File: config.mk
export PLATFORM = sky130hd
export DESIGN_NAME = display_keypad_scanner_flat
export DESIGN_NICKNAME = d
export VERILOG_FILES = /design/src/sv/kps_pkg.sv /design/src/sv/kps_req_if.sv /design/src/sv/kps_rsp_if.sv /design/src/sv/kps_ctrl.sv /design/src/sv/kps_datapath.sv /design/src/sv/display_keypad_scanner.sv /design/src/flat_wrapper.sv
export SDC_FILE = /design/constraint.sdc
export NUM_CORES = 1
export LEC_CHECK = 0
export BUFFER_PORTS_ARGS = -buffer_cell sky130_fd_sc_hd__buf_2
export CORE_MARGIN = 4
export CORE_UTILIZATION = 45
export DETAILED_ROUTE_END_ITERATION = 8
export HOLD_SLACK_MARGIN = 0.08
export SYNTH_ARGS = -nofsm -noshare
export SYNTH_HDL_FRONTEND = slang
export SYNTH_HIERARCHICAL = 1
export SYNTH_SLANG_ARGS = --single-unit
File: constraint.sdc
create_clock -name clock -period 4.7 [get_ports clock]
set_input_delay 0 -clock clock [delete_from_list [all_inputs] [get_ports clock]]
set_output_delay 0 -clock clock [all_outputs]
set_load 0.1 [all_outputs]
File: src/sv/kps_pkg.sv
package kps_pkg;

   // default matrix geometry
   localparam int ROWS_DEF = 4;
   localparam int COLS_DEF = 5;

   // field widths
   localparam int ACTION_W  = 2;
   localparam int COLUMNS_W = 5;
   localparam int DIGIT_W   = 2;
   localparam int HEX_W     = 4;
   localparam int SEG_W     = 8;
   localparam int SCAN_W    = 5;
   localparam int KEYVAL_W  = 8;
   localparam int PERIOD_W  = 16;
   localparam int TIMER_W   = 20;
   localparam int KEY_CODE_W = 6;
   localparam int DIGITS    = 4;

   // configuration port
   localparam int CSR_IDX_W  = 2;
   localparam int CSR_DATA_W = 20;

   localparam logic [PERIOD_W-1:0] PERIOD_RST   = 16'd3000;
   localparam logic [TIMER_W-1:0]  DELAY_RST    = 20'd1000000;
   localparam logic [TIMER_W-1:0]  INTERVAL_RST = 20'd150000;

   localparam logic KIND_STATUS = 1'b0;
   localparam logic KIND_EVENT  = 1'b1;

   localparam logic DP_BIT_SET   = 1'b1;
   localparam logic [SEG_W-1:0] DP_MASK = 8'h01;

   typedef enum logic [CSR_IDX_W-1:0] {
      CSR_SCAN_PERIOD     = 2'd0,
      CSR_REPEAT_DELAY    = 2'd1,
      CSR_REPEAT_INTERVAL = 2'd2
   } kps_csr_type;

   typedef enum logic [ACTION_W-1:0] {
      ACT_TICK = 2'd0,
      ACT_RAW  = 2'd1,
      ACT_HEX  = 2'd2,
      ACT_DP   = 2'd3
   } kps_action_type;

   typedef enum logic [2:0] {
      ST_IDLE,
      ST_STATUS,
      ST_WALK,
      ST_REPEAT,
      ST_FLUSH
   } kps_state_type;

   typedef struct packed {
      logic [ACTION_W-1:0]  action;
      logic [COLUMNS_W-1:0] columns;
      logic [DIGIT_W-1:0]   digit_index;
      logic [HEX_W-1:0]     hex_value;
      logic [SEG_W-1:0]     pattern;
      logic                 dp_on;
   } kps_item_type;

   typedef struct packed {
      logic                kind;
      logic [SEG_W-1:0]    segments;
      logic [DIGIT_W-1:0]  digit_select;
      logic [SCAN_W-1:0]   scancode;
      logic [KEYVAL_W-1:0] key_value;
      logic                pressed;
      logic                is_repeat;
   } kps_result_type;

   // controller to datapath
   typedef struct packed {
      logic exec;
      logic gen_status;
      logic gen_event;
      logic walk_step;
      logic gen_repeat;
      logic finish_frame;
      logic push_last;
   } kps_cmd_type;

   // datapath to controller
   typedef struct packed {
      logic frame_end;
      logic key_changed;
      logic key_final;
      logic repeat_due;
      logic stg_valid;
      logic rsp_free;
   } kps_sts_type;

   localparam logic [SEG_W-1:0] HEX_FONT [16] = '{
      8'hFC, 8'h60, 8'hDA, 8'hF2, 8'h66, 8'hB6, 8'hBE, 8'hE0,
      8'hFE, 8'hF6, 8'hEE, 8'h3E, 8'h9C, 8'h7A, 8'h9E, 8'h8E
   };

   // scancodes twenty and up map to zero
   localparam logic [KEYVAL_W-1:0] KEY_TABLE [32] = '{
      8'h83, 8'h0F, 8'h0E, 8'h0D, 8'h0C, 8'h82, 8'h0B, 8'h0A,
      8'h09, 8'h08, 8'h81, 8'h07, 8'h06, 8'h05, 8'h04, 8'h80,
      8'h03, 8'h02, 8'h01, 8'h00, 8'h00, 8'h00, 8'h00, 8'h00,
      8'h00, 8'h00, 8'h00, 8'h00, 8'h00, 8'h00, 8'h00, 8'h00
   };

   function automatic logic [SEG_W-1:0] hex_font(input logic [HEX_W-1:0] v);
      return HEX_FONT[v];
   endfunction

   function automatic logic [KEYVAL_W-1:0] key_of(input logic [KEY_CODE_W-1:0] code);
      logic [KEYVAL_W-1:0] val;
      if (code[KEY_CODE_W-1]) begin
         val = '0;
      end else begin
         val = KEY_TABLE[code[KEY_CODE_W-2:0]];
      end
      return val;
   endfunction

endpackage

File: src/sv/kps_req_if.sv
interface kps_req_if;
   logic                               valid;
   logic                               ready;
   logic [kps_pkg::ACTION_W-1:0]       action;
   logic [kps_pkg::COLUMNS_W-1:0]      columns;
   logic [kps_pkg::DIGIT_W-1:0]        digit_index;
   logic [kps_pkg::HEX_W-1:0]          hex_value;
   logic [kps_pkg::SEG_W-1:0]          pattern;
   logic                               dp_on;

   modport source (
      output valid, action, columns, digit_index, hex_value, pattern, dp_on,
      input  ready
   );
   modport sink (
      input  valid, action, columns, digit_index, hex_value, pattern, dp_on,
      output ready
   );
endinterface

File: src/sv/kps_rsp_if.sv
interface kps_rsp_if;
   logic                               valid;
   logic                               ready;
   logic                               kind;
   logic [kps_pkg::SEG_W-1:0]          segments;
   logic [kps_pkg::DIGIT_W-1:0]        digit_select;
   logic [kps_pkg::SCAN_W-1:0]         scancode;
   logic [kps_pkg::KEYVAL_W-1:0]       key_value;
   logic                               pressed;
   logic                               is_repeat;
   logic                               last;

   modport source (
      output valid, kind, segments, digit_select, scancode, key_value, pressed,
             is_repeat, last,
      input  ready
   );
   modport sink (
      input  valid, kind, segments, digit_select, scancode, key_value, pressed,
             is_repeat, last,
      output ready
   );
endinterface

File: src/sv/kps_ctrl.sv
module kps_ctrl (
   input  logic                 clock,
   input  logic                 reset,
   input  logic                 req_valid,
   output logic                 req_ready,
   input  kps_pkg::kps_sts_type sts,
   output kps_pkg::kps_cmd_type cmd
);

   kps_pkg::kps_state_type state_ff;
   kps_pkg::kps_state_type state_in;

   always_ff @(posedge clock) begin
      if (reset) begin
         state_ff <= kps_pkg::ST_IDLE;
      end else begin
         state_ff <= state_in;
      end
   end

   always_comb begin
      state_in  = state_ff;
      cmd       = '0;
      req_ready = 1'b0;
      unique case (state_ff)
         kps_pkg::ST_IDLE: begin
            req_ready = 1'b1;
            if (req_valid) begin
               cmd.exec = 1'b1;
               state_in = kps_pkg::ST_STATUS;
            end
         end
         kps_pkg::ST_STATUS: begin
            cmd.gen_status = 1'b1;
            state_in = sts.frame_end ? kps_pkg::ST_WALK : kps_pkg::ST_FLUSH;
         end
         kps_pkg::ST_WALK: begin
            // a changed key waits until the staged beat can move on
            if (!sts.key_changed || !sts.stg_valid || sts.rsp_free) begin
               cmd.walk_step = 1'b1;
               cmd.gen_event = sts.key_changed;
               if (sts.key_final) begin
                  state_in = kps_pkg::ST_REPEAT;
               end
            end
         end
         kps_pkg::ST_REPEAT: begin
            if (!sts.repeat_due) begin
               cmd.finish_frame = 1'b1;
               state_in = kps_pkg::ST_FLUSH;
            end else if (!sts.stg_valid || sts.rsp_free) begin
               cmd.gen_repeat   = 1'b1;
               cmd.finish_frame = 1'b1;
               state_in = kps_pkg::ST_FLUSH;
            end
         end
         kps_pkg::ST_FLUSH: begin
            if (sts.rsp_free) begin
               cmd.push_last = 1'b1;
               state_in = kps_pkg::ST_IDLE;
            end
         end
         default: begin
            state_in = kps_pkg::ST_IDLE;
         end
      endcase
   end

   a_flush_has_beat: assert property (@(posedge clock) disable iff (reset)
      state_ff == kps_pkg::ST_FLUSH |-> sts.stg_valid)
      else $error("flush with nothing staged");

   a_walk_after_frame: assert property (@(posedge clock) disable iff (reset)
      (state_ff == kps_pkg::ST_STATUS && state_in == kps_pkg::ST_WALK) |-> sts.frame_end)
      else $error("key walk without frame end");

endmodule

File: src/sv/kps_datapath.sv
module kps_datapath #(
   parameter int ROWS = kps_pkg::ROWS_DEF,
   parameter int COLS = kps_pkg::COLS_DEF
) (
   input  logic                                clock,
   input  logic                                reset,
   input  kps_pkg::kps_item_type               item,
   input  logic                                csr_wr_en,
   input  logic [kps_pkg::CSR_IDX_W-1:0]       csr_index,
   input  logic [kps_pkg::CSR_DATA_W-1:0]      csr_wdata,
   input  kps_pkg::kps_cmd_type                cmd,
   output kps_pkg::kps_sts_type                sts,
   input  logic                                rsp_ready,
   output logic                                rsp_valid,
   output kps_pkg::kps_result_type             rsp_data,
   output logic                                rsp_last
);

   localparam int ROW_W  = (ROWS > 1) ? $clog2(ROWS) : 1;
   localparam int COL_W  = (COLS > 1) ? $clog2(COLS) : 1;
   localparam int KEYS   = ROWS * COLS;
   localparam int CODE_W = (KEYS > 1) ? $clog2(KEYS) : 1;
   localparam int PW     = kps_pkg::PERIOD_W;
   localparam int TW     = kps_pkg::TIMER_W;
   localparam int SW     = kps_pkg::SEG_W;

   // configuration
   logic [PW-1:0] period_ff, period_in;
   logic [TW-1:0] delay_cfg_ff, delay_cfg_in;
   logic [TW-1:0] interval_cfg_ff, interval_cfg_in;

   // display and scan state
   logic [SW-1:0]               digit_ff [kps_pkg::DIGITS];
   logic [SW-1:0]               digit_in [kps_pkg::DIGITS];
   logic [ROW_W-1:0]            scan_row_ff, scan_row_in;
   logic [kps_pkg::DIGIT_W-1:0] lit_ff, lit_in;
   logic [SW-1:0]               seg_ff, seg_in;
   logic [PW-1:0]               cnt_ff, cnt_in;
   logic [COLS-1:0]             old_map_ff [ROWS];
   logic [COLS-1:0]             old_map_in [ROWS];
   logic [COLS-1:0]             new_map_ff [ROWS];
   logic [COLS-1:0]             new_map_in [ROWS];
   logic                        end_ff, end_in;

   // held key and timers
   logic [kps_pkg::SCAN_W-1:0] held_key_ff, held_key_in;
   logic                       held_valid_ff, held_valid_in;
   logic [TW-1:0]              delay_ff, delay_in;
   logic [TW-1:0]              interval_ff, interval_in;

   // key walk
   logic [ROW_W-1:0]  key_row_ff, key_row_in;
   logic [COL_W-1:0]  key_col_ff, key_col_in;
   logic [CODE_W-1:0] key_code_ff, key_code_in;

   // staging and output
   logic                    stg_valid_ff, stg_valid_in;
   kps_pkg::kps_result_type stg_ff, stg_in;
   logic                    rsp_valid_ff, rsp_valid_in;
   kps_pkg::kps_result_type rsp_ff, rsp_in;
   logic                    rsp_last_ff, rsp_last_in;

   logic [ROW_W+1:0]                row_ext;
   logic [kps_pkg::DIGIT_W-1:0]     rd_idx;
   logic [SW-1:0]                   rd_pat;
   logic [PW:0]                     cnt_inc;
   logic                            scan_step;
   logic                            row_wrap;
   logic [COLS+kps_pkg::COLUMNS_W-1:0] col_ext;
   logic                            cur_new;
   logic                            cur_old;
   logic                            key_changed;
   logic                            key_final;
   logic [kps_pkg::KEY_CODE_W-1:0]  code_full;
   logic [kps_pkg::SCAN_W-1:0]      code5;
   logic                            repeat_due;
   logic                            rsp_free;
   logic                            gen_any;
   logic                            push;
   kps_pkg::kps_result_type         status_res;
   kps_pkg::kps_result_type         event_res;
   kps_pkg::kps_result_type         repeat_res;

   assign row_ext   = {2'b00, scan_row_ff};
   assign rd_idx    = (kps_pkg::kps_action_type'(item.action) == kps_pkg::ACT_DP) ?
                      item.digit_index : row_ext[kps_pkg::DIGIT_W-1:0];
   assign rd_pat    = digit_ff[rd_idx];
   assign cnt_inc   = {1'b0, cnt_ff} + (PW+1)'(1);
   assign scan_step = cnt_inc >= {1'b0, period_ff};
   assign row_wrap  = scan_row_ff == ROW_W'(ROWS - 1);
   assign col_ext   = {{COLS{1'b0}}, item.columns};

   assign cur_new     = new_map_ff[key_row_ff][key_col_ff];
   assign cur_old     = old_map_ff[key_row_ff][key_col_ff];
   assign key_changed = cur_new ^ cur_old;
   assign key_final   = key_code_ff == CODE_W'(KEYS - 1);
   assign code_full   = kps_pkg::KEY_CODE_W'(key_code_ff);
   assign code5       = code_full[kps_pkg::SCAN_W-1:0];
   assign repeat_due  = held_valid_ff && (delay_ff == '0) && (interval_ff == '0);

   assign rsp_free = !rsp_valid_ff || rsp_ready;
   assign gen_any  = cmd.gen_status || cmd.gen_event || cmd.gen_repeat;
   // a new beat pushes the staged one out; only the flush marks it last
   assign push     = (gen_any && stg_valid_ff) || cmd.push_last;

   always_comb begin
      status_res              = '0;
      status_res.kind         = kps_pkg::KIND_STATUS;
      status_res.segments     = seg_ff;
      status_res.digit_select = lit_ff;

      event_res              = '0;
      event_res.kind         = kps_pkg::KIND_EVENT;
      event_res.segments     = seg_ff;
      event_res.digit_select = lit_ff;
      event_res.scancode     = code5;
      event_res.key_value    = kps_pkg::key_of(code_full);
      event_res.pressed      = cur_new;

      repeat_res              = '0;
      repeat_res.kind         = kps_pkg::KIND_EVENT;
      repeat_res.segments     = seg_ff;
      repeat_res.digit_select = lit_ff;
      repeat_res.scancode     = held_key_ff;
      repeat_res.key_value    = kps_pkg::key_of({1'b0, held_key_ff});
      repeat_res.pressed      = 1'b1;
      repeat_res.is_repeat    = 1'b1;
   end

   always_comb begin
      period_in       = period_ff;
      delay_cfg_in    = delay_cfg_ff;
      interval_cfg_in = interval_cfg_ff;
      digit_in        = digit_ff;
      scan_row_in     = scan_row_ff;
      lit_in          = lit_ff;
      seg_in          = seg_ff;
      cnt_in          = cnt_ff;
      old_map_in      = old_map_ff;
      new_map_in      = new_map_ff;
      end_in          = end_ff;
      held_key_in     = held_key_ff;
      held_valid_in   = held_valid_ff;
      delay_in        = delay_ff;
      interval_in     = interval_ff;
      key_row_in      = key_row_ff;
      key_col_in      = key_col_ff;
      key_code_in     = key_code_ff;
      stg_valid_in    = stg_valid_ff;
      stg_in          = stg_ff;
      rsp_valid_in    = rsp_valid_ff;
      rsp_in          = rsp_ff;
      rsp_last_in     = rsp_last_ff;

      if (csr_wr_en) begin
         unique case (kps_pkg::kps_csr_type'(csr_index))
            kps_pkg::CSR_SCAN_PERIOD:     period_in       = csr_wdata[PW-1:0];
            kps_pkg::CSR_REPEAT_DELAY:    delay_cfg_in    = csr_wdata[TW-1:0];
            kps_pkg::CSR_REPEAT_INTERVAL: interval_cfg_in = csr_wdata[TW-1:0];
            default: ;
         endcase
      end

      if (cmd.exec) begin
         end_in = 1'b0;
         unique case (kps_pkg::kps_action_type'(item.action))
            kps_pkg::ACT_RAW: digit_in[item.digit_index] = item.pattern;
            kps_pkg::ACT_HEX: digit_in[item.digit_index] = kps_pkg::hex_font(item.hex_value);
            kps_pkg::ACT_DP: begin
               if (item.dp_on == kps_pkg::DP_BIT_SET) begin
                  digit_in[item.digit_index] = rd_pat | kps_pkg::DP_MASK;
               end else begin
                  digit_in[item.digit_index] = rd_pat & ~kps_pkg::DP_MASK;
               end
            end
            kps_pkg::ACT_TICK: begin
               if (delay_ff != '0) delay_in = delay_ff - TW'(1);
               if (interval_ff != '0) interval_in = interval_ff - TW'(1);
               cnt_in = cnt_inc[PW-1:0];
               if (scan_step) begin
                  cnt_in                  = '0;
                  lit_in                  = row_ext[kps_pkg::DIGIT_W-1:0];
                  seg_in                  = rd_pat;
                  new_map_in[scan_row_ff] = col_ext[COLS-1:0];
                  scan_row_in             = row_wrap ? '0 : scan_row_ff + ROW_W'(1);
                  end_in                  = row_wrap;
               end
            end
            default: ;
         endcase
      end

      if (cmd.gen_status) begin
         key_row_in  = '0;
         key_col_in  = '0;
         key_code_in = '0;
      end

      if (cmd.walk_step) begin
         key_code_in = key_code_ff + CODE_W'(1);
         if (key_col_ff == COL_W'(COLS - 1)) begin
            key_col_in = '0;
            key_row_in = key_row_ff + ROW_W'(1);
         end else begin
            key_col_in = key_col_ff + COL_W'(1);
         end
      end

      if (cmd.gen_event) begin
         if (!held_valid_ff) begin
            if (cur_new) begin
               held_key_in   = code5;
               held_valid_in = 1'b1;
               delay_in      = delay_cfg_ff;
            end
         end else if (!cur_new && held_key_ff == code5) begin
            held_valid_in = 1'b0;
         end
      end

      if (cmd.gen_repeat) begin
         interval_in = interval_cfg_ff;
      end

      if (cmd.finish_frame) begin
         old_map_in = new_map_ff;
      end

      // output register: take the staged beat, or drop the one taken
      if (push) begin
         rsp_valid_in = 1'b1;
         rsp_in       = stg_ff;
         rsp_last_in  = cmd.push_last;
      end else if (rsp_ready) begin
         rsp_valid_in = 1'b0;
      end

      if (cmd.push_last) begin
         stg_valid_in = 1'b0;
      end
      if (gen_any) begin
         stg_valid_in = 1'b1;
         priority if (cmd.gen_status) begin
            stg_in = status_res;
         end else if (cmd.gen_event) begin
            stg_in = event_res;
         end else begin
            stg_in = repeat_res;
         end
      end
   end

   always_ff @(posedge clock) begin
      if (reset) begin
         period_ff       <= kps_pkg::PERIOD_RST;
         delay_cfg_ff    <= kps_pkg::DELAY_RST;
         interval_cfg_ff <= kps_pkg::INTERVAL_RST;
         for (int i = 0; i < kps_pkg::DIGITS; i++) begin
            digit_ff[i] <= '0;
         end
         scan_row_ff <= '0;
         lit_ff      <= '0;
         seg_ff      <= '0;
         cnt_ff      <= '0;
         for (int r = 0; r < ROWS; r++) begin
            old_map_ff[r] <= '0;
            new_map_ff[r] <= '0;
         end
         end_ff        <= 1'b0;
         held_key_ff   <= '0;
         held_valid_ff <= 1'b0;
         delay_ff      <= '0;
         interval_ff   <= '0;
         key_row_ff    <= '0;
         key_col_ff    <= '0;
         key_code_ff   <= '0;
         stg_valid_ff  <= 1'b0;
         rsp_valid_ff  <= 1'b0;
         rsp_last_ff   <= 1'b0;
      end else begin
         period_ff       <= period_in;
         delay_cfg_ff    <= delay_cfg_in;
         interval_cfg_ff <= interval_cfg_in;
         digit_ff        <= digit_in;
         scan_row_ff     <= scan_row_in;
         lit_ff          <= lit_in;
         seg_ff          <= seg_in;
         cnt_ff          <= cnt_in;
         old_map_ff      <= old_map_in;
         new_map_ff      <= new_map_in;
         end_ff          <= end_in;
         held_key_ff     <= held_key_in;
         held_valid_ff   <= held_valid_in;
         delay_ff        <= delay_in;
         interval_ff     <= interval_in;
         key_row_ff      <= key_row_in;
         key_col_ff      <= key_col_in;
         key_code_ff     <= key_code_in;
         stg_valid_ff    <= stg_valid_in;
         rsp_valid_ff    <= rsp_valid_in;
         rsp_last_ff     <= rsp_last_in;
      end
   end

   always_ff @(posedge clock) begin
      stg_ff <= stg_in;
      rsp_ff <= rsp_in;
   end

   always_comb begin
      sts.frame_end   = end_ff;
      sts.key_changed = key_changed;
      sts.key_final   = key_final;
      sts.repeat_due  = repeat_due;
      sts.stg_valid   = stg_valid_ff;
      sts.rsp_free    = rsp_free;
   end

   assign rsp_valid = rsp_valid_ff;
   assign rsp_data  = rsp_ff;
   assign rsp_last  = rsp_last_ff;

   a_push_when_free: assert property (@(posedge clock) disable iff (reset)
      push |-> rsp_free)
      else $error("output beat overwritten");

   a_status_on_empty: assert property (@(posedge clock) disable iff (reset)
      cmd.gen_status |-> !stg_valid_ff && !end_ff || cmd.gen_status && !stg_valid_ff)
      else $error("status generated over a staged beat");

   a_flush_moves: assert property (@(posedge clock) disable iff (reset)
      cmd.push_last |=> rsp_valid_ff && rsp_last_ff && !stg_valid_ff)
      else $error("final beat lost");

   a_walk_code: assert property (@(posedge clock) disable iff (reset)
      cmd.walk_step |-> 32'(key_code_ff) == 32'(key_row_ff) * COLS + 32'(key_col_ff))
      else $error("key walk pointer out of step");

endmodule

File: src/sv/display_keypad_scanner.sv
// channel   | dir | handshake          | beat
// req_chan  | in  | valid/ready        | action, columns, digit_index, hex_value, pattern, dp_on
// rsp_chan  | out | valid/ready        | kind, segments, digit_select, scancode, key_value,
//           |     |                    | pressed, is_repeat, last
// csr_*     | in  | csr_wr_en, no wait | csr_index selects the register, csr_wdata the value
//
// One item at a time: a write or a tick passes the states accept, status and flush.
// A tick that ends a frame walks every key of the ROWS x COLS matrix after status and
// then runs the repeat check before the flush.
// Every result passes a staging register and an output register; while the output side
// stalls, a beat that waits holds the walk, the repeat check or the flush in place.
// Synchronous reset sets all but the staged and output beat data at once; no clearing pass.
module display_keypad_scanner #(
   parameter int ROWS = kps_pkg::ROWS_DEF,
   parameter int COLS = kps_pkg::COLS_DEF
) (
   input  logic                           clock,
   input  logic                           reset,
   kps_req_if.sink                        req_chan,
   kps_rsp_if.source                      rsp_chan,
   input  logic                           csr_wr_en,
   input  logic [kps_pkg::CSR_IDX_W-1:0]  csr_index,
   input  logic [kps_pkg::CSR_DATA_W-1:0] csr_wdata
);

   kps_pkg::kps_cmd_type    cmd;
   kps_pkg::kps_sts_type    sts;
   kps_pkg::kps_item_type   item;
   kps_pkg::kps_result_type rsp_data;
   logic                    req_ready;
   logic                    rsp_valid;
   logic                    rsp_last;

   always_comb begin
      item.action      = req_chan.action;
      item.columns     = req_chan.columns;
      item.digit_index = req_chan.digit_index;
      item.hex_value   = req_chan.hex_value;
      item.pattern     = req_chan.pattern;
      item.dp_on       = req_chan.dp_on;
   end

   assign req_chan.ready = req_ready;

   kps_ctrl u_ctrl (
      .clock     (clock),
      .reset     (reset),
      .req_valid (req_chan.valid),
      .req_ready (req_ready),
      .sts       (sts),
      .cmd       (cmd)
   );

   kps_datapath #(
      .ROWS (ROWS),
      .COLS (COLS)
   ) u_datapath (
      .clock     (clock),
      .reset     (reset),
      .item      (item),
      .csr_wr_en (csr_wr_en),
      .csr_index (csr_index),
      .csr_wdata (csr_wdata),
      .cmd       (cmd),
      .sts       (sts),
      .rsp_ready (rsp_chan.ready),
      .rsp_valid (rsp_valid),
      .rsp_data  (rsp_data),
      .rsp_last  (rsp_last)
   );

   assign rsp_chan.valid        = rsp_valid;
   assign rsp_chan.kind         = rsp_data.kind;
   assign rsp_chan.segments     = rsp_data.segments;
   assign rsp_chan.digit_select = rsp_data.digit_select;
   assign rsp_chan.scancode     = rsp_data.scancode;
   assign rsp_chan.key_value    = rsp_data.key_value;
   assign rsp_chan.pressed      = rsp_data.pressed;
   assign rsp_chan.is_repeat    = rsp_data.is_repeat;
   assign rsp_chan.last         = rsp_last;

endmodule
File: src/flat_wrapper.sv
// flat-port wrapper written by rule: the top's interface ports become plain ports
module display_keypad_scanner_flat 
#(
   parameter int ROWS = kps_pkg::ROWS_DEF,
   parameter int COLS = kps_pkg::COLS_DEF
)
  (clock, reset, csr_wr_en, csr_index, csr_wdata, req_chan_valid, req_chan_action, req_chan_columns, req_chan_digit_index, req_chan_hex_value, req_chan_pattern, req_chan_dp_on, req_chan_ready, rsp_chan_valid, rsp_chan_kind, rsp_chan_segments, rsp_chan_digit_select, rsp_chan_scancode, rsp_chan_key_value, rsp_chan_pressed, rsp_chan_is_repeat, rsp_chan_last, rsp_chan_ready);
  kps_req_if req_chan_i ();
  kps_rsp_if rsp_chan_i ();
  input  logic clock;
  input  logic reset;
  input  logic csr_wr_en;
  input  logic [kps_pkg::CSR_IDX_W-1:0] csr_index;
  input  logic [kps_pkg::CSR_DATA_W-1:0] csr_wdata;
  input wire logic [$bits(req_chan_i.valid)-1:0] req_chan_valid;
  input wire logic [$bits(req_chan_i.action)-1:0] req_chan_action;
  input wire logic [$bits(req_chan_i.columns)-1:0] req_chan_columns;
  input wire logic [$bits(req_chan_i.digit_index)-1:0] req_chan_digit_index;
  input wire logic [$bits(req_chan_i.hex_value)-1:0] req_chan_hex_value;
  input wire logic [$bits(req_chan_i.pattern)-1:0] req_chan_pattern;
  input wire logic [$bits(req_chan_i.dp_on)-1:0] req_chan_dp_on;
  output wire logic [$bits(req_chan_i.ready)-1:0] req_chan_ready;
  output wire logic [$bits(rsp_chan_i.valid)-1:0] rsp_chan_valid;
  output wire logic [$bits(rsp_chan_i.kind)-1:0] rsp_chan_kind;
  output wire logic [$bits(rsp_chan_i.segments)-1:0] rsp_chan_segments;
  output wire logic [$bits(rsp_chan_i.digit_select)-1:0] rsp_chan_digit_select;
  output wire logic [$bits(rsp_chan_i.scancode)-1:0] rsp_chan_scancode;
  output wire logic [$bits(rsp_chan_i.key_value)-1:0] rsp_chan_key_value;
  output wire logic [$bits(rsp_chan_i.pressed)-1:0] rsp_chan_pressed;
  output wire logic [$bits(rsp_chan_i.is_repeat)-1:0] rsp_chan_is_repeat;
  output wire logic [$bits(rsp_chan_i.last)-1:0] rsp_chan_last;
  input wire logic [$bits(rsp_chan_i.ready)-1:0] rsp_chan_ready;
  assign req_chan_i.valid = req_chan_valid;
  assign req_chan_i.action = req_chan_action;
  assign req_chan_i.columns = req_chan_columns;
  assign req_chan_i.digit_index = req_chan_digit_index;
  assign req_chan_i.hex_value = req_chan_hex_value;
  assign req_chan_i.pattern = req_chan_pattern;
  assign req_chan_i.dp_on = req_chan_dp_on;
  assign req_chan_ready = req_chan_i.ready;
  assign rsp_chan_valid = rsp_chan_i.valid;
  assign rsp_chan_kind = rsp_chan_i.kind;
  assign rsp_chan_segments = rsp_chan_i.segments;
  assign rsp_chan_digit_select = rsp_chan_i.digit_select;
  assign rsp_chan_scancode = rsp_chan_i.scancode;
  assign rsp_chan_key_value = rsp_chan_i.key_value;
  assign rsp_chan_pressed = rsp_chan_i.pressed;
  assign rsp_chan_is_repeat = rsp_chan_i.is_repeat;
  assign rsp_chan_last = rsp_chan_i.last;
  assign rsp_chan_i.ready = rsp_chan_ready;
  display_keypad_scanner #(.ROWS(ROWS), .COLS(COLS)) u_core (.clock(clock), .reset(reset), .req_chan(req_chan_i), .rsp_chan(rsp_chan_i), .csr_wr_en(csr_wr_en), .csr_index(csr_index), .csr_wdata(csr_wdata));
endmodule
-- Word-level counts from Yosys, hierarchy flattened
Memories as Yosys holds them, arrays and structs flattened.
Index checks and enable logic that the tools add are counted.
- bits in registers: 271
- bits in read-only memories: 640
- output and inout bits: 29
- word-level logic and storage cells: 214
- memories kept: 3
- memories (name ; depth ; width ; read ports ; clocked after Yosys merged registers in ; wr ports ; RTL line ; text):
    (name not given) ; 32 ; 8 ; 1 ; 0 ; 0 ; kps_pkg.sv:117 ; val = KEY_TABLE[code[KEY_CODE_W-2:0]];
    (name not given) ; 32 ; 8 ; 1 ; 0 ; 0 ; kps_pkg.sv:117 ;
    (name not given) ; 16 ; 8 ; 1 ; 0 ; 0 ; kps_pkg.sv:109 ; return HEX_FONT[v];
- add/subtract/negate cells: 7
- magnitude comparators: 11
- equal/unequal tests: 18
- mux-type cells: 81
- bitwise operators: 9
- reduce and logical (&&, ||, !) cells: 40
- operator list (kind ; count):
    2-to-1 mux 20 bit ; 10
    bitwise mux 32 bit ; 4
    one-hot mux 32 bit (3 select lines) ; 1
    2-to-1 mux 8 bit ; 9
    logical NOT 20 bit ; 2
    nonzero test 20 bit ; 2
    subtractor 20 x 1 -> 20 bit (second input constant) ; 2
    2-to-1 mux 5 bit ; 7
    2-to-1 mux 32 bit ; 1
    2-to-1 mux 3 bit ; 10
    binary-select mux 5 bit (select 2 bit) ; 2
    bitwise mux 20 bit ; 1
    2-to-1 mux 1 bit ; 19
    2-to-1 mux 2 bit ; 9
    adder 16 x 1 -> 17 bit (second input constant) ; 1
    >= comparator 17 x 16 -> 1 bit ; 1
    binary-select mux 8 bit (select 2 bit) ; 1
    demux 8 bit (select 2 bit) ; 1
    2-to-1 mux 16 bit ; 1
    2-to-1 mux 15 bit ; 1
    one-hot mux 3 bit (5 select lines) ; 1
    >= comparator 3 bit (second input constant) ; 4
    >= comparator 6 bit (second input constant) ; 2
    inverter 2 -> 3 bit ; 4
    other kinds (31) ; 70

-- Longest topological paths before layout
- word-level depth: 17
- gate-level depth with buffers: 15
- mapped depth without buffers: 12

-- Modules after synthesis
Netlist, hierarchy kept.
- by module, submodules not included (module ; instances ; cells each ; area each (um2) ; seq. area each (um2)):
    kps_datapath ; 1 ; 1477 ; 13379.1 ; 5705.5
    kps_ctrl ; 1 ; 37 ; 296.5 ; 60.1

-- Least setup slack after synthesis
OpenSTA, ideal clock, no wires.
- path type: flip-flop to flip-flop
- start point: reg u_core.u_ctrl.state_ff[1]
- end point: reg u_core.u_datapath.interval_ff[12]
- data arrival time: 4.400 ns
- path slack: 0.215 ns
- stages on the path, launching flop included: 10
- buffers on the path: 2
- clock period less this slack: 4.485 ns
- path through: dfxtp_1 buf_4 nor3_1 and2_1 or3b_2 clkbuf_1 a211oi_1 nand3_1 xor2_1 a211oi_1
- RTL lines (element ; RTL line ; text):
    start: declaration ; kps_ctrl.sv:10 ; kps_pkg::kps_state_type state_ff;
    start signal: assignment ; kps_ctrl.sv:15 ; state_ff <= kps_pkg::ST_IDLE;
    start signal: assignment ; kps_ctrl.sv:17 ; state_ff <= state_in;
    end signal: assignment ; kps_datapath.sv:295 ; interval_ff <= interval_in;
    end: declaration ; kps_datapath.sv:49 ; logic [TW-1:0] interval_ff, interval_in;

-- Worst setup path in the final report
- start point: reg u_core.u_datapath.cnt_ff[2]
- end point: reg u_core.u_datapath.seg_ff[5]
- word-level cells in the longest chain between the ends: 3
- ends and longest elaborated chain (element ; RTL line ; text):
    start: declaration ; kps_datapath.sv:38 ; logic [PW-1:0] cnt_ff, cnt_in;
    start signal: assignment ; kps_datapath.sv:288 ; cnt_ff <= cnt_in;
    adder 16 x 1 -> 17 bit ; kps_datapath.sv:88 ; assign cnt_inc = {1'b0, cnt_ff} + (PW+1)'(1);
    >= comparator 17 x 16 -> 1 bit ; kps_datapath.sv:89 ; assign scan_step = cnt_inc >= {1'b0, period_ff};
    AND reduction 3 bit (no line) ; -- ;
    end signal: assignment ; kps_datapath.sv:287 ; seg_ff <= seg_in;
    end: declaration ; kps_datapath.sv:37 ; logic [SW-1:0] seg_ff, seg_in;
No other way between the ends.
A chain may end at the register's enable or synchronous reset.

==> flow_summary.yaml <==
clock_tree:
  clock_sinks: 265
  cts_buffers: 30
  cts_resized: 0
  cts_setup_buffers: 0
  cts_root_buffer: "clkbuf_16"
  cts_buffer_depth: 3
  htreeDepth: 1
  postCtsHoldBufs: 50
  worstSkewPairLatency_ns: 0.55
  cts_tree: "built"
  clk_pin_slew_ns: 0.06
timing:
  post-route-period-util_pct: 82.7
  max_freq_mhz: 257
  finalSetupViolations: 0
  rsz0062_at_grt: "no"
  hold_viol: 0
  fin_tns_setup_ns: 0
  fin_skew_ns: 0.0106
  relSlewSlack_pct: 37.8
  slew_violations: 0
  max_slew.worst_pin.slew_ns: 0.933
  min_period_ns: 3.88
yosys:
  syn_avg_cell_area_um2: 9.03
  synth_edf_count: 46
  synth-compound-area-share_pct: 13.7
  synth_top_area_share_pct: 32.1
  synthTopCellsByArea: "dfxtp_1 (32%), edfxtp_1 (10%), mux2i_1 (7.0%), nor2_1 (4.6%), nand2_1 (4.5%)"
  synth-simple-area-share_pct: 21.6
  synth.distinct_cells: 82
  syn-cell-area_um2: 13700
  synth_seq_area_share_pct: 42.2
  synthAdderAreaFrac_pct: 3.39
  ys.flop_type: "dfxtp_1"
  synth_cells: 1514
  yosys.area_share.xor_xnor_pct: 3.20
  synthArstFlopShare_pct: 0
  synth_top_cell_by_area: "dfxtp_1"
  ys_warn_count: 6
  muxShareOfSynthArea_pct: 10.6
  synth_seq_cells: 265
  synth_top_family_by_area: "simple AND/OR/NAND/NOR gates"
die:
  placementRows: 63
  core-area_um2: 29800
  fp.dieArea_um2: 33200
  die_h_um: 182
  start_util_pct: 45.9
  die_w_um: 182
  pin_count: 78
setup_path:
  worst-path-buf-inv: 0
  max_stage_delay_ns: 0.58
  crit_path_start_kind: "register"
  reg2reg_from: "u_core/u_datapath/cnt_ff[2]"
  critPathKind: "reg -> reg"
  cpMostUsedCell: "nand3_1"
  r2r_end: "u_core/u_datapath/seg_ff[5]"
  crit_fanout: 15
  rrSetupSlack_ns: 0.82
  critPathTopFamily: "simple AND/OR/NAND/NOR gates"
  path_cells: "nand3_1, nor3_2, nand3_1, or3_1, xnor2_1, ha_1, nand3_1, nor2_1, nand3_1, and3_1, a21oi_2, mux2i_1"
  arrival_ns: 4.36
  crit_path_end_kind: "register"
  crit_path_top_delay_cell: "a21oi_2"
  worstPathRequired_ns: 5.17
  reg2reg_depth: 12
hold_path:
  hp-start: "rsp_chan_ready"
  whs_path_depth: 3
  hold_path.class: "in -> reg"
  worstHoldEndpoint: "u_core/u_datapath/rsp_valid"
detailed_routing:
  drt_iter0_drc: 838
  num_vias: 11018
  ant_nets: 0
  wl_per_cell_um: 17.0
  vias_per_cell: 5.53
  drc: 0
  drt_pre_antenna_iters: 5
  wirelength_um: 33800
grt:
  grt_pass1_vias: 10563
  grt_pass1_wl_um: 55200
  grt-ovfl-total: 0
  grt_max_degree: 135
  grt_use_total_pct: 19.8
  grt_antenna_before_repair: 0
placed_design:
  placed_cell_area_um2: 14200
  port_buffers: 74
  hpwl_um: 22700
  gp_routability_congestion: 0.828
cells_and_area:
  finalCoreUtilization_pct: 52.7
  syn2layout_area_growth_pct: 14.9
  finalInstanceArea_um2: 15700
  layout_common_cells: "dfxtp_1 (219), nor2_1 (169), nand2_1 (164), mux2i_1 (95), a21oi_1 (84)"
  multi_input_area_um2: 7230
  ff_latch_area_um2: 5770
  final_common_cell: "dfxtp_1"
  n_antenna_cell: 0
  nets: 1667
  fill_cells: 2752
  layout-drive-gt1-share_pct: 12.7
pwr:
  power_leakage_nw: 6.03
  power_density_nw_per_um2: 444
  vdd_drop_max_uv: 357
status:
  status: "complete, no violations"
job:
  maxCapViolations: 0
## kinds of logic after synthesis
kind of cell    after synthesis
compound gates              272
xor+xnor                     50
fa+ha+maj                    37
buf+inv                     168
flops                       265
mux                         120
other cells                   1
simple gates                601
## cell usage after synthesis, drive strengths merged (4+ instances only)
master	n
dfxtp	219
nor2	169
nand2	164
mux2i	96
a21oi	88
clkbuf	83
inv	55
nand2b	55
nor3	52
edfxtp	46
a211oi	41
o21ai	41
ha	37
xnor2	31
buf	30
nand3	25
nand4	22
nand3b	20
xor2	19
mux4	18
nor2b	17
nor3b	14
a211o	13
o211ai	12
a311oi	11
nor4	11
and2	10
a311o	9
o21bai	9
or3	8
a21o	6
a22oi	6
a31oi	6
and3	6
mux2	6
or2	6
nor4b	5
o31a	5
or4	5
o21a	4
or3b	4
## metrics by stage
step	worst slack (ns)	total power [mW]	hold WS, ns	instances
2_1_floorplan	0.215	4.18	0.118	1516
4_1_cts	0.811	7.01	0.0938	1994
6_report	0.815	6.97	0.0979	1994
5_1_grt	0.419	7.36	0.135	1994
3_3_place_gp	0.960	4.64	0.232	1889
3_5_place_dp	0.826	4.66	0.242	1889
## state kept, by name, indices dropped and copies added (netlist names), 8 cells and up
signal,flops
u_core/u_datapath/digit_ff,32
u_core/u_datapath/rsp_data,23
u_core/u_datapath/stg_ff,23
u_core/u_datapath/delay_cfg_ff,20
u_core/u_datapath/delay_ff,20
u_core/u_datapath/interval_cfg_ff,20
u_core/u_datapath/interval_ff,20
u_core/u_datapath/new_map_ff,20
u_core/u_datapath/old_map_ff,20
u_core/u_datapath/cnt_ff,16
u_core/u_datapath/period_ff,16
u_core/u_datapath/seg_ff,8
## how the worst max path moves through the flow
stage,end,from,depth (start not counted)
6_report,u_core/u_datapath/seg_ff[5],u_core/u_datapath/cnt_ff[2],12
5_1_grt,u_core/u_datapath/new_map_ff[18],u_core/u_datapath/cnt_ff[2],12
4_1_cts,u_core/u_datapath/seg_ff[5],u_core/u_datapath/cnt_ff[2],12
3_5_place_dp,u_core/u_datapath/seg_ff[5],u_core/u_datapath/cnt_ff[2],12
3_3_place_gp,u_core/u_datapath/seg_ff[2],u_core/u_datapath/cnt_ff[2],12
2_1_floorplan,u_core/u_datapath/interval_ff[12],u_core/u_ctrl/state_ff[1],9
## layout make-up
cell class	instances	area share (%)
clock buffer	37	5.14
sequential	265	36.7
tap	390	3.11
multi-input combinational	1083	46.0
inverter	55	1.31
timing repair buffer	146	6.71
clock inverter	18	1.04
## tightest hold or removal path: cells and delay by family
| family | cells | cell delay (ns) |
|---|---|---|
| buf+inv | 1 | 0.07 |
| compound gates | 1 | 0.20 |
| simple gates | 1 | 0.29 |
## power by group
| group | internal, mW | switching [mW] |
|---|---|---|
| clock network | 1.33 | 0.962 |
| logic | 0.728 | 1.26 |
| registers | 2.52 | 0.167 |
| total | 4.58 | 2.39 |
## metal layers
| metal | vias up | global-route usage (%) | wire, um | part of all wire (%) |
|---|---|---|---|---|
| met4 | 0 | 5.22 | 884 | 2.6 |
| met3 | 65 | 2.03 | 1530 | 4.5 |
| met1 | 5218 | 27.8 | 15700 | 47 |
| met2 | 274 | 32.7 | 15700 | 46 |
| li1 | 5461 | - | - | - |
| met5 | - | 0 | 0 | 0 |
Note: power is estimated with default switching activity, not from simulation.
